**src/hdl/sitda_pkg.sv**
```systemverilog
// sitda_pkg: shared constants and controller/datapath types for the
// signed integer to decimal ascii converter. No dependencies.
`default_nettype none
package sitda_pkg;

   localparam int VALUE_WIDTH       = 32;
   localparam int CHAR_WIDTH        = 6;
   localparam int NUM_DIGITS        = 10;
   localparam int BCD_WIDTH         = 4 * NUM_DIGITS;
   localparam int SHIFT_COUNT_WIDTH = 5;
   localparam int DIGIT_INDEX_WIDTH = 4;

   localparam logic [SHIFT_COUNT_WIDTH-1:0] LAST_SHIFT = 5'd31;
   localparam logic [CHAR_WIDTH-1:0]        CHAR_MINUS = 6'd45;
   localparam logic [CHAR_WIDTH-1:0]        CHAR_ZERO  = 6'd48;
   localparam logic [CHAR_WIDTH-1:0]        CHAR_NINE  = 6'd57;

   typedef struct packed {
      logic load;
      logic shift;
      logic locate;
      logic emit_sign;
      logic emit_digit;
   } cmd_type;

   typedef struct packed {
      logic shift_done;
      logic negative;
      logic final_digit;
   } status_type;

endpackage
`default_nettype wire

```
**src/hdl/sitda_if.sv**
```systemverilog
// sitda_if: valid/ready channel interfaces for the request and response
// sides. Depends on sitda_pkg.
`default_nettype none
interface sitda_req_if;
   logic                                  valid;
   logic                                  ready;
   logic signed [sitda_pkg::VALUE_WIDTH-1:0] value;

   modport source (output valid, output value, input ready);
   modport sink   (input valid, input value, output ready);
endinterface

interface sitda_rsp_if;
   logic                               valid;
   logic                               ready;
   logic [sitda_pkg::CHAR_WIDTH-1:0]   char_code;
   logic                               last;

   modport source (output valid, output char_code, output last, input ready);
   modport sink   (input valid, input char_code, input last, output ready);
endinterface
`default_nettype wire

```
**src/hdl/sitda_datapath.sv**
```systemverilog
// sitda_datapath: magnitude, shift-add-3 bcd conversion, digit index and
// response character register. Depends on sitda_pkg.
`default_nettype none
module sitda_datapath (
   input  wire                                       clock,
   input  wire                                       reset,
   input  wire sitda_pkg::cmd_type                   cmd,
   input  wire logic signed [sitda_pkg::VALUE_WIDTH-1:0] value,
   output sitda_pkg::status_type                     status,
   output logic [sitda_pkg::CHAR_WIDTH-1:0]          char_code,
   output logic                                      last
);

   logic [sitda_pkg::VALUE_WIDTH-1:0]       mag_ff, mag_in;
   logic [sitda_pkg::BCD_WIDTH-1:0]         bcd_ff, bcd_in, bcd_adj;
   logic [sitda_pkg::SHIFT_COUNT_WIDTH-1:0] cnt_ff, cnt_in;
   logic [sitda_pkg::DIGIT_INDEX_WIDTH-1:0] idx_ff, idx_in, msd;
   logic                                    neg_ff, neg_in;
   logic [sitda_pkg::CHAR_WIDTH-1:0]        char_ff, char_in;
   logic                                    last_ff, last_in;
   logic [3:0]                              digit;

   // add 3 to every digit of five or more before the shift
   always_comb begin
      for (int i = 0; i < sitda_pkg::NUM_DIGITS; i++) begin
         if (bcd_ff[4*i +: 4] >= 4'd5) begin
            bcd_adj[4*i +: 4] = bcd_ff[4*i +: 4] + 4'd3;
         end else begin
            bcd_adj[4*i +: 4] = bcd_ff[4*i +: 4];
         end
      end
   end

   // most significant non-zero digit, zero when all digits are zero
   always_comb begin
      msd = '0;
      for (int i = 0; i < sitda_pkg::NUM_DIGITS; i++) begin
         if (bcd_ff[4*i +: 4] != 4'd0) begin
            msd = i[sitda_pkg::DIGIT_INDEX_WIDTH-1:0];
         end
      end
   end

   assign digit = bcd_ff[4*idx_ff +: 4];

   always_comb begin
      mag_in  = mag_ff;
      bcd_in  = bcd_ff;
      cnt_in  = cnt_ff;
      idx_in  = idx_ff;
      neg_in  = neg_ff;
      char_in = char_ff;
      last_in = last_ff;
      if (cmd.load) begin
         neg_in = value[sitda_pkg::VALUE_WIDTH-1];
         mag_in = value[sitda_pkg::VALUE_WIDTH-1] ? (~value + 1'b1) : value;
         bcd_in = '0;
         cnt_in = '0;
      end
      if (cmd.shift) begin
         bcd_in = {bcd_adj[sitda_pkg::BCD_WIDTH-2:0], mag_ff[sitda_pkg::VALUE_WIDTH-1]};
         mag_in = {mag_ff[sitda_pkg::VALUE_WIDTH-2:0], 1'b0};
         cnt_in = cnt_ff + 1'b1;
      end
      if (cmd.locate) begin
         idx_in = msd;
      end
      if (cmd.emit_sign) begin
         char_in = sitda_pkg::CHAR_MINUS;
         last_in = 1'b0;
      end
      if (cmd.emit_digit) begin
         char_in = sitda_pkg::CHAR_ZERO + {2'b00, digit};
         last_in = (idx_ff == '0);
         idx_in  = idx_ff - 1'b1;
      end
   end

   always_ff @(posedge clock) begin
      if (reset) begin
         cnt_ff <= '0;
         idx_ff <= '0;
         neg_ff <= 1'b0;
      end else begin
         cnt_ff <= cnt_in;
         idx_ff <= idx_in;
         neg_ff <= neg_in;
      end
      mag_ff  <= mag_in;
      bcd_ff  <= bcd_in;
      char_ff <= char_in;
      last_ff <= last_in;
   end

   assign status.shift_done  = (cnt_ff == sitda_pkg::LAST_SHIFT);
   assign status.negative    = neg_ff;
   assign status.final_digit = (idx_ff == '0);
   assign char_code          = char_ff;
   assign last               = last_ff;

endmodule
`default_nettype wire

```
**src/hdl/sitda_controller.sv**
```systemverilog
// sitda_controller: state machine sequencing load, conversion, sign and
// digit output, and owning the response valid flag. Depends on sitda_pkg.
`default_nettype none
module sitda_controller (
   input  wire                    clock,
   input  wire                    reset,
   input  wire                    req_valid,
   output logic                   req_ready,
   output logic                   rsp_valid,
   input  wire                    rsp_ready,
   input  wire sitda_pkg::status_type status,
   output sitda_pkg::cmd_type     cmd
);

   localparam logic [2:0] ST_IDLE    = 3'd0;
   localparam logic [2:0] ST_CONVERT = 3'd1;
   localparam logic [2:0] ST_LOCATE  = 3'd2;
   localparam logic [2:0] ST_SIGN    = 3'd3;
   localparam logic [2:0] ST_DIGITS  = 3'd4;

   logic [2:0] state_ff, state_in;
   logic       valid_ff, valid_in;
   logic       slot_free;

   assign slot_free = !valid_ff || rsp_ready;

   always_comb begin
      state_in = state_ff;
      cmd      = '0;
      case (state_ff)
         ST_IDLE: begin
            if (req_valid) begin
               cmd.load = 1'b1;
               state_in = ST_CONVERT;
            end
         end
         ST_CONVERT: begin
            cmd.shift = 1'b1;
            if (status.shift_done) begin
               state_in = ST_LOCATE;
            end
         end
         ST_LOCATE: begin
            cmd.locate = 1'b1;
            state_in   = status.negative ? ST_SIGN : ST_DIGITS;
         end
         ST_SIGN: begin
            if (slot_free) begin
               cmd.emit_sign = 1'b1;
               state_in      = ST_DIGITS;
            end
         end
         ST_DIGITS: begin
            if (slot_free) begin
               cmd.emit_digit = 1'b1;
               if (status.final_digit) begin
                  state_in = ST_IDLE;
               end
            end
         end
         default: begin
            state_in = ST_IDLE;
         end
      endcase
   end

   always_comb begin
      valid_in = valid_ff;
      if (cmd.emit_sign || cmd.emit_digit) begin
         valid_in = 1'b1;
      end else if (rsp_ready) begin
         valid_in = 1'b0;
      end
   end

   always_ff @(posedge clock) begin
      if (reset) begin
         state_ff <= ST_IDLE;
         valid_ff <= 1'b0;
      end else begin
         state_ff <= state_in;
         valid_ff <= valid_in;
      end
   end

   assign req_ready = (state_ff == ST_IDLE);
   assign rsp_valid = valid_ff;

endmodule
`default_nettype wire

```
**src/hdl/signed_int_to_decimal_ascii.sv**
```systemverilog
// signed_int_to_decimal_ascii: one signed 32-bit value in, its decimal text
// out as one transaction per character, most significant first.
// load, shift-add-3 over all 32 bits and locate come first, then 1 to 11
// characters, one per cycle while accepted; a new value waits for the last.
// reset (synchronous, active high) idles the controller, no response pending.
// Depends on sitda_pkg, sitda_if, sitda_datapath, sitda_controller.
`default_nettype none
module signed_int_to_decimal_ascii (
   input  wire          clock,
   input  wire          reset,
   sitda_req_if.sink    req,
   sitda_rsp_if.source  rsp
);

   sitda_pkg::cmd_type    cmd;
   sitda_pkg::status_type status;

   sitda_controller u_controller (
      .clock     (clock),
      .reset     (reset),
      .req_valid (req.valid),
      .req_ready (req.ready),
      .rsp_valid (rsp.valid),
      .rsp_ready (rsp.ready),
      .status    (status),
      .cmd       (cmd)
   );

   sitda_datapath u_datapath (
      .clock     (clock),
      .reset     (reset),
      .cmd       (cmd),
      .value     (req.value),
      .status    (status),
      .char_code (rsp.char_code),
      .last      (rsp.last)
   );

   // a pending response while idle is the final character of the last value
   a_idle_pending_last: assert property (@(posedge clock) disable iff (reset)
      req.ready && rsp.valid |-> rsp.last)
      else $error("pending response while idle is not marked last");

   // the minus sign never ends a run
   a_minus_not_last: assert property (@(posedge clock) disable iff (reset)
      rsp.valid && rsp.char_code == sitda_pkg::CHAR_MINUS |-> !rsp.last)
      else $error("minus sign marked last");

   // only the minus sign and decimal digits appear
   a_char_range: assert property (@(posedge clock) disable iff (reset)
      rsp.valid |-> rsp.char_code == sitda_pkg::CHAR_MINUS ||
         (rsp.char_code >= sitda_pkg::CHAR_ZERO && rsp.char_code <= sitda_pkg::CHAR_NINE))
      else $error("character code out of range");

endmodule
`default_nettype wire

```
**src/flat_wrapper.sv**
```systemverilog
// flat-port wrapper written by rule: the top's interface ports become plain ports
module signed_int_to_decimal_ascii_flat 
  (clock, reset, req_valid, req_value, req_ready, rsp_valid, rsp_char_code, rsp_last, rsp_ready);
  sitda_req_if req_i ();
  sitda_rsp_if rsp_i ();
  input  wire clock;
  input  wire reset;
  input wire logic [$bits(req_i.valid)-1:0] req_valid;
  input wire logic [$bits(req_i.value)-1:0] req_value;
  output wire logic [$bits(req_i.ready)-1:0] req_ready;
  output wire logic [$bits(rsp_i.valid)-1:0] rsp_valid;
  output wire logic [$bits(rsp_i.char_code)-1:0] rsp_char_code;
  output wire logic [$bits(rsp_i.last)-1:0] rsp_last;
  input wire logic [$bits(rsp_i.ready)-1:0] rsp_ready;
  assign req_i.valid = req_valid;
  assign req_i.value = req_value;
  assign req_ready = req_i.ready;
  assign rsp_valid = rsp_i.valid;
  assign rsp_char_code = rsp_i.char_code;
  assign rsp_last = rsp_i.last;
  assign rsp_i.ready = rsp_ready;
  signed_int_to_decimal_ascii u_core (.clock(clock), .reset(reset), .req(req_i), .rsp(rsp_i));
endmodule
```
**config.mk**
```make
export PLATFORM = sky130hd
export DESIGN_NAME = signed_int_to_decimal_ascii_flat
export DESIGN_NICKNAME = d
export VERILOG_FILES = /design/src/hdl/sitda_pkg.sv /design/src/hdl/sitda_if.sv /design/src/hdl/sitda_datapath.sv /design/src/hdl/sitda_controller.sv /design/src/hdl/signed_int_to_decimal_ascii.sv /design/src/flat_wrapper.sv
export SDC_FILE = /design/constraint.sdc
export NUM_CORES = 1
export LEC_CHECK = 0
export BUFFER_PORTS_ARGS = -buffer_cell sky130_fd_sc_hd__buf_4
export CAP_MARGIN = 20
export CELL_PAD_IN_SITES_DETAIL_PLACEMENT = 0
export CELL_PAD_IN_SITES_GLOBAL_PLACEMENT = 1
export CORE_UTILIZATION = 43
export DETAILED_ROUTE_END_ITERATION = 8
export PLACE_DENSITY = 0.82
export RECOVER_POWER = 100
export SYNTH_ARGS = -nofsm -noshare
export SYNTH_HDL_FRONTEND = slang
export SYNTH_HIERARCHICAL = 1
export SYNTH_SLANG_ARGS = --single-unit
```
**constraint.sdc**
```tcl
create_clock -name clock -period 4.4 [get_ports clock]
set_input_delay 0.22 -clock clock [delete_from_list [all_inputs] [get_ports clock]]
set_output_delay 0.22 -clock clock [all_outputs]
set_load 0.02 [all_outputs]
```
# Word level (Yosys, flattened, before mapping)
# Index checks and enable logic that the tools add are counted.
# word_totals
reg_bits	93
# classes
add_sub_neg	14
magnitude_cmp	10
n_eq_ne	10
n_shift	1
n_mux	48
n_bitwise	1
n_reduce_logical	19
# op_table
cell	n
$mux W32	3
$mux W40	2
$mux W4	19
$ge A4 B3 Y1 const B	10
$shiftx A40 B7 Y4	1
$add A4 B2 Y4 const B	9
$reduce_bool A4 Y1	9
$add A32 B1 Y32 const B	1
$not A32 Y32	1
$mux W3	7
$pmux W3 S5	1
$mux W1	12
$mux W6	2
$mux W5	2
$reduce_bool A2 Y1	4
$add A5 B5 Y6 const A	1
$eq A3 B2 Y1 const B	2
$ne A2 B2 Y1 const B	3
$add A5 B1 Y5 const B	1
$eq A5 B5 Y1 const B	1
$reduce_and A5 Y1	1
$logic_not A4 Y1	1
$ne A2 B1 Y1 const B	2
$sub A4 B1 Y4 const B	1
6 further kinds	7

# Logic depth before layout (Yosys ltp)
# Gate-level depths: netlist of the first run.
# logic_depth
depth_word	12
depth_mapped	9

# By module
# Netlist of the first run, hierarchy kept.
# modules_own_cells
mod	n_inst	cells_each	area_per_inst_um2
sitda_datapath	1	546	5540.3
sitda_controller	1	33	290.3

# Least setup slack after synthesis of the first run
# No wires, ideal clock.
# synth_path
path_type	flip-flop to flip-flop
from	reg u_core.u_controller.state_ff[2]
to	reg u_core/u_datapath/bcd_ff[0] in the netlist's numbering (enable)
setup_time_ps	425
t_arrival_ps	2963
required_ps	3975
setup_slack_ps	1012
path_stages_with_launch	7
path_buffers	2
period_less_slack_ps	3388
path_cell_list	dfxtp_1 buf_4 nor3_1 and2_1 clkbuf_1 nor2_1 inv_1
# synth_rtl
element	line	rtl
start: declaration	sitda_controller.sv:21	logic [2:0] state_ff, state_in;
start signal: assignment	sitda_controller.sv:81	state_ff <= state_in;
end signal: assignment	sitda_datapath.sv:90	bcd_ff <= bcd_in;
end: declaration	sitda_datapath.sv:15	logic [sitda_pkg::BCD_WIDTH-1:0] bcd_ff, bcd_in, bcd_adj;

# Final worst setup path of the first run
# layout_path
from	reg u_core.u_controller.state_ff[0]
to	reg u_core.u_controller.state_ff[0]
# layout_via
elab_chain_cells	3
elab_cells_between_ends	12
# layout_rtl
element	line	rtl
$eq A3 B1 Y1, or another cell as far along	sitda_controller.sv:30	case (state_ff)
$ne A2 B1 Y1 (no line) or $ne A2 B2 Y1 (tied branches)	-	
$reduce_and A5 Y1 (no line)	-	
# Several ways; a longest one is shown, not always the timed one.
# A chain may end at the register's enable or synchronous reset.

==> flow_summary_export.csv, run 1 <==
group,metric,value,unit
clock_tree,cts_tree,"done",
global_route,grt_max_degree,71,
drt,viasPerCell,5.438,
global_route,track_usage,17.32,%
placement,numPortBuffers,43,
global_route,antenna_found_initial,0,
clock_tree,cts-root-buf,"clkbuf_16",
floorplan,die_area,14030,um^2
clock_tree,hold_buffers,0,
sta,finalCriticalPeriod,2835,ps
yosys,postSynth.asyncResetShare,0,%
final_layout,multiInputGateArea,2968,um^2
sta,finalHoldViolations,0,
sta,fmax,352.7,MHz
placement,routabilityCongestion,0.7680,
global_route,gr-total-overflow,0,
critical_path,start_kind,"register",
sta,final.setup_skew,5.759,ps
yosys,syn_inst,579,
sta,tightest_slew,1180,ps
drt,first_iter_violations,303,
yosys,ys_ff_latch,92,
floorplan,die_h,118.4,um
critical_path,worstPathCellList,"nor3b_4, clkbuf_2, a22oi_1, o21ai_0, mux2i_1",
yosys,synth-compound-area-share,13.91,%
yosys,synth_xor_xnor_area_share,7.210,%
power,p_per_area,661.1,nW/um^2
yosys,synth.distinct_cells,60,
sta,finalMaxSlewViolations,0,
yosys,synthMuxAreaShare,6.180,%
floorplan,io_pins,45,
critical_path,path_max_fanout,70,
yosys,syn-cell-area,5831,um^2
yosys,synth.avg_cell_area,10.07,um^2
floorplan,core-area,13240,um^2
yosys,synth_edf_count,77,
final_layout,fillers,1214,
yosys,yosysSeqAreaShare,44.81,%
sta,slew_headroom,21.34,%
power,irDropWorstVdd,263.4,uV
sta,setup_violations,0,
placement,dpl_worst_slack,1810,ps
critical_path,max_stage_delay,990,ps
yosys,synth_top_family_by_area,"simple AND/OR/NAND/NOR gates",
yosys,yosys_warnings,6,
global_route,grt_first_pass_wirelength,19.38,mm
clock_tree,clk_pin_slew,60,ps
job,max_cap_viol_count,0,
drt,vias,4285,
floorplan,row_count,42,
sta,grt_setup_unrepaired,"false",
sta,fin_setup_tns,0,ps
floorplan,die_x,118.4,um
min_path,hold_path.class,"primary input to register",
clock_tree,post_cts_buffers,0,
final_layout,regArea,2613,um^2
placement,dp_hpwl,8.346,mm
global_route,grt_pass1_vias,4033,
clock_tree,cts_made_buffers,9,
yosys,yosys.area_share.simple,18.43,%
final_layout,nNetsFinal,667,
placement,place_area,6276,um^2
outcome,status,"finished, final reports clean",
power,finalPower,0.004297,W
final_layout,area_delta_synth_final,11.48,%
floorplan,start_util,44.03,%
yosys,synthAdderAreaFrac,5.150,%
sta,setup_ws,1565,ps
yosys,synthFlopType,"edfxtp_1",
critical_path,endpoint_kind,"register",
critical_path,critPathBufInv,1,
final_layout,final_area,6500,um^2
critical_path,cp_slowest_cell,"clkbuf_2",
critical_path,worstPathArrival,3100,ps
drt,drc,0,
clock_tree,cts_resized,0,
drt,drt_wl_total,11.80,mm
clock_tree,clk_latency,340,ps
critical_path,critPathTopFamily,"buffers and inverters",
clock_tree,cts.path.max_buffers,2,
final_layout,drive_gt1_share,11.60,%
final_layout,antenna_cells,0,
critical_path,worstPathRequired,4670,ps
clock_tree,htreeDepth,3,
yosys,synth_fp_nets,639,
drt,drt_first_pass_iters,5,
critical_path,path_class,"register to register",
drt,antenna_left,0,
clock_tree,cts.sinks,92,
power,power.leakage,2.339,nW
sta,finalCritPeriodShare,64.44,%
drt,wl_per_cell,14.98,um
==> power by group <==
| group | switching (W) | internal (W) |
|---|---|---|
| Combinational | 0.000987 | 0.000718 |
| Sequential | 0.000370 | 0.00151 |
| Clock | 0.000311 | 0.000399 |
| Total | 0.00167 | 0.00263 |
==> worst paths after layout <==
check	from	to	slack (ps)	cells past startpoint
worst max-delay path	u_core/u_controller/state_ff[0]	u_core/u_controller/state_ff[0]	1560	5
worst max register to register	u_core/u_controller/state_ff[0]	u_core/u_controller/state_ff[0]	1560	5
worst min register to register	u_core/u_datapath/cnt_ff[2]	u_core/u_datapath/cnt_ff[2]	510	2
worst min-delay path	req_value[0]	u_core/u_datapath/mag_ff[0]	170	3
==> layer usage <==
layer	vias up	global-route usage [%]	routed length, um
met1	2031	22.94	5404
met2	101	28.49	5667
met4	0	5.854	206
met5	-	0	0
met3	18	3.234	524
li1	2135	-	-
==> through the flow <==
stage                     hold slack [ps]  cells  utilization, %
after floorplan                     286.2    579               -
after global placement              480.8    772           47.39
after detailed placement            496.0    772           47.39
after CTS                           162.0    788           49.40
after global routing                175.6    788           49.08
final                               171.7    788           49.08
==> cell families after synthesis <==
family,count (synthesis)
xor+xnor,48
other cells,1
compound gates,123
fa+ha+maj,24
mux,26
flops,92
simple gates,206
buf+inv,59
==> worst min-delay path, cell delays in order <==
cell and delay, ps:
buf_4 100, mux2i_1 60, nor2_1 80
==> sequential cells by signal, summed over array words and instances, names as in the netlist <==
signal,cells
u_core/u_datapath/last,1
u_core/u_datapath/bcd_ff,40
u_core/u_datapath/idx_ff,4
u_core/u_controller/state_ff,3
u_core/u_datapath/neg_ff,1
u_core/u_datapath/char_code,5
u_core/u_datapath/cnt_ff,5
u_core/u_datapath/mag_ff,32
u_core/u_controller/rsp_valid,1
==> cell usage in the layout (no fill, tap or decap), drive strengths merged, types with 2 or more instances in the layout <==
cell    instances
o221ai          3
or3             2
nor3            7
nor3b          18
nor2           31
or2             3
ha             24
a22oi           3
clkbuf         23
inv            32
mux4            8
mux2i          18
buf            36
a21boi         10
o21ai          54
and3            3
o31a            2
nand2          75
a21oi          17
o31ai          12
or4             7
nor2b           6
a31oi           3
xor2           36
nor4            3
edfxtp         77
xnor2          12
and2           23
dfxtp          15
o41ai           9
nand3           7
nand2b         15
==> cells in the mapped netlist (2+ instances only) <==
library cell / number / share of area, %
nor2_1: 31 / 2.0
or2_2: 3 / 0.32
nor3b_1: 17 / 2.2
o21ai_1: 7 / 0.60
ha_1: 24 / 5.2
edfxtp_1: 77 / 40
nor4_1: 2 / 0.21
o31ai_1: 12 / 1.5
buf_1: 4 / 0.26
xnor2_1: 12 / 1.8
o41ai_1: 6 / 0.90
mux4_2: 8 / 3.1
and2_1: 23 / 2.5
or4_1: 5 / 0.64
buf_6: 2 / 0.39
and3_1: 2 / 0.21
nand3_1: 7 / 0.60
or4_4: 2 / 0.39
o41ai_2: 3 / 0.84
a22oi_1: 2 / 0.26
mux2i_1: 18 / 3.1
a31oi_1: 3 / 0.32
nand2b_1: 15 / 1.6
nor3_1: 7 / 0.60
or3_1: 2 / 0.21
o221ai_1: 3 / 0.45
nor2b_1: 6 / 0.64
clkbuf_1: 19 / 1.2
nand2_1: 75 / 4.8
xor2_1: 36 / 5.4
dfxtp_1: 15 / 5.2
a21oi_1: 17 / 1.5
o21ai_0: 46 / 3.9
a21boi_0: 10 / 1.3
buf_4: 3 / 0.39
inv_1: 30 / 1.9
o31a_1: 2 / 0.30
==> layout make-up <==
| type | instances | area share, % |
|---|---|---|
| multi-input combinational | 428 | 45.66 |
| sequential | 92 | 40.19 |
| timing repair buffer | 45 | 4.889 |
| clock buffer | 14 | 3.908 |
| tap | 176 | 3.388 |
| inverter | 31 | 1.790 |
| clock inverter | 2 | 0.1732 |
Note: power is estimated with default switching activity, not from simulation.
==> inputs of run 2 (changes only) <==
==> constraint.sdc (replaced) <==
create_clock -name clock -period 2.7 [get_ports clock]
set_input_delay 0.135 -clock clock [delete_from_list [all_inputs] [get_ports clock]]
set_output_delay 0.135 -clock clock [all_outputs]
set_load 0.02 [all_outputs]
==> run 2 against run 1 <==
  * Sequential power increased by 63%
  * Worst hold slack got worse by 110 ps
  * Sequential share of layout area fell by 0.35 points
  * Sequential cell count stayed put
==> flow_summary_export.csv, run 2 (synthesis gave the netlist of run 1 again) <==
group,metric,value,unit
drt,drt_first_pass_iters,5,
power,p_per_area,1079,nW/um^2
critical_path,path_max_fanout,40,
final_layout,regMostFlops,"u_core/u_datapath/bcd_ff",
final_layout,instances_no_fill,795,
drt,wl_per_cell,15.10,um
final_layout,final_area,6556,um^2
drt,first_iter_violations,310,
critical_path,worstPathArrival,2370,ps
critical_path,path_class,"register to register",
global_route,track_usage,17.77,%
sta,finalCritPeriodShare,88.60,%
final_layout,final_cell_mix,"edfxtp_1 (77), nand2_1 (75), o21ai_0 (52), buf_4 (42), xor2_1 (36)",
global_route,grt_pass1_vias,4254,
placement,place_area,6325,um^2
clock_tree,hold_buffers,0,
floorplan,die_area,14030,um^2
floorplan,row_count,42,
sta,fin_setup_tns,0,ps
power,finalPower,0.007072,W
drt,drt_wl_total,12.01,mm
critical_path,cp_slowest_cell,"and2_0",
final_layout,antenna_cells,0,
job,max_cap_viol_count,0,
global_route,grt_max_degree,41,
floorplan,die_h,118.4,um
drt,viasPerCell,5.404,
placement,numPortBuffers,43,
clock_tree,cts.path.max_buffers,2,
clock_tree,cts_resized,0,
floorplan,io_pins,45,
placement,routabilityCongestion,0.8110,
sta,tightest_slew,608.1,ps
floorplan,core-area,13240,um^2
final_layout,area_delta_synth_final,12.45,%
clock_tree,cts_made_buffers,9,
critical_path,endpoint_kind,"register",
power,power.leakage,2.362,nW
final_layout,layout_commonest_cell,"edfxtp_1",
global_route,antenna_found_initial,0,
placement,dp_cells,779,
sta,setup_ws,307.9,ps
critical_path,worstPathCellList,"nor3_1, and2_0, nor2_1, clkinvlp_4, buf_4",
clock_tree,post_cts_buffers,0,
min_path,hold_path.class,"primary input to register",
final_layout,fillers,1249,
clock_tree,htreeDepth,3,
sta,setup_violations,0,
final_layout,drive_gt1_share,12.76,%
clock_tree,clk_pin_slew,60,ps
power,irDropWorstVdd,531.8,uV
global_route,grt_first_pass_wirelength,20.00,mm
critical_path,start_kind,"register",
sta,grt_setup_unrepaired,"false",
placement,dpl_worst_slack,237.4,ps
clock_tree,cts_tree,"done",
sta,finalCriticalPeriod,2392,ps
critical_path,max_stage_delay,490,ps
floorplan,die_x,118.4,um
final_layout,largest_reg_flops,40,
sta,finalHoldViolations,0,
critical_path,worstPathRequired,2680,ps
drt,vias,4296,
drt,drc,0,
final_layout,reg.largest.list,"u_core/u_datapath/bcd_ff (40), u_core/u_datapath/mag_ff (32)",
floorplan,start_util,44.03,%
clock_tree,cts.sinks,92,
sta,finalMaxSlewViolations,0,
clock_tree,cts-root-buf,"clkbuf_16",
sta,fmax,418.0,MHz
outcome,status,"finished, final reports clean",
placement,dp_hpwl,8.487,mm
clock_tree,clk_latency,340,ps
final_layout,nNetsFinal,674,
sta,final.setup_skew,8.077,ps
sta,slew_headroom,58.41,%
drt,antenna_left,0,
global_route,gr-total-overflow,0,
==> run 2: cell types whose count changed in the layout (fill, tap and decap cells not counted), sizes merged <==
cell,change
buf,+6
clkinv,+2
clkinvlp,+2
inv,-2
clkbuf,-1
==> run 2: final cells by class <==
cell class              instances  area (um^2)  share of cell area [%]
flip-flops and latches         92         2613                   39.85
repair buffers                 52        357.8                   5.458
inverters                      31        120.1                   1.832
clock buffers                  12        256.5                   3.912
clock inverters                 4        23.77                  0.3626
well taps                     176        220.2                   3.359
multi-input cells             428         2965                   45.23
==> run 2: critical path: cells and delay by family, from the launching register on <==
| family | cells | cell delay (ps) |
|---|---|---|
| AND/OR/NAND/NOR | 3 | 1000 |
| buffers and inverters | 2 | 570 |
| flip-flops | 1 | 430 |
==> run 2: layer usage <==
layer	GRT usage, %	vias up	share of wire (%)
li1	-	2143	-
met5	0	-	0
met2	28.60	92	46
met3	2.847	19	3.7
met4	8.070	0	2.2
met1	23.53	2042	48
==> run 2: where the power goes <==
part | total [W] | internal, W | switching, W
logic | 0.00281 | 0.00119 | 0.00163
clock network | 0.00119 | 0.000670 | 0.000522
registers | 0.00307 | 0.00246 | 0.000601
==> run 2: worst paths after layout <==
| path | startpoint | endpoint | slack (ps) | cells past startpoint |
|---|---|---|---|---|
| setup reg to reg | u_core/u_controller/state_ff[2] | u_core/u_datapath/bcd_ff[14] | 310 | 5 |
| hold reg to reg | u_core/u_datapath/mag_ff[0] | u_core/u_datapath/mag_ff[0] | 500 | 2 |
| setup / recovery | u_core/u_controller/state_ff[2] | u_core/u_datapath/bcd_ff[14] | 310 | 5 |
| hold / removal | req_value[0] | u_core/u_datapath/mag_ff[0] | 70 | 3 |
==> run 2: per-stage QoR <==
step	utilization (%)	hold WS, ps
floorplan	-	201.2
CTS	49.88	57.93
global placement	47.76	409.2
finish	49.51	66.08
global route	49.51	83.88
detailed placement	47.76	415.4
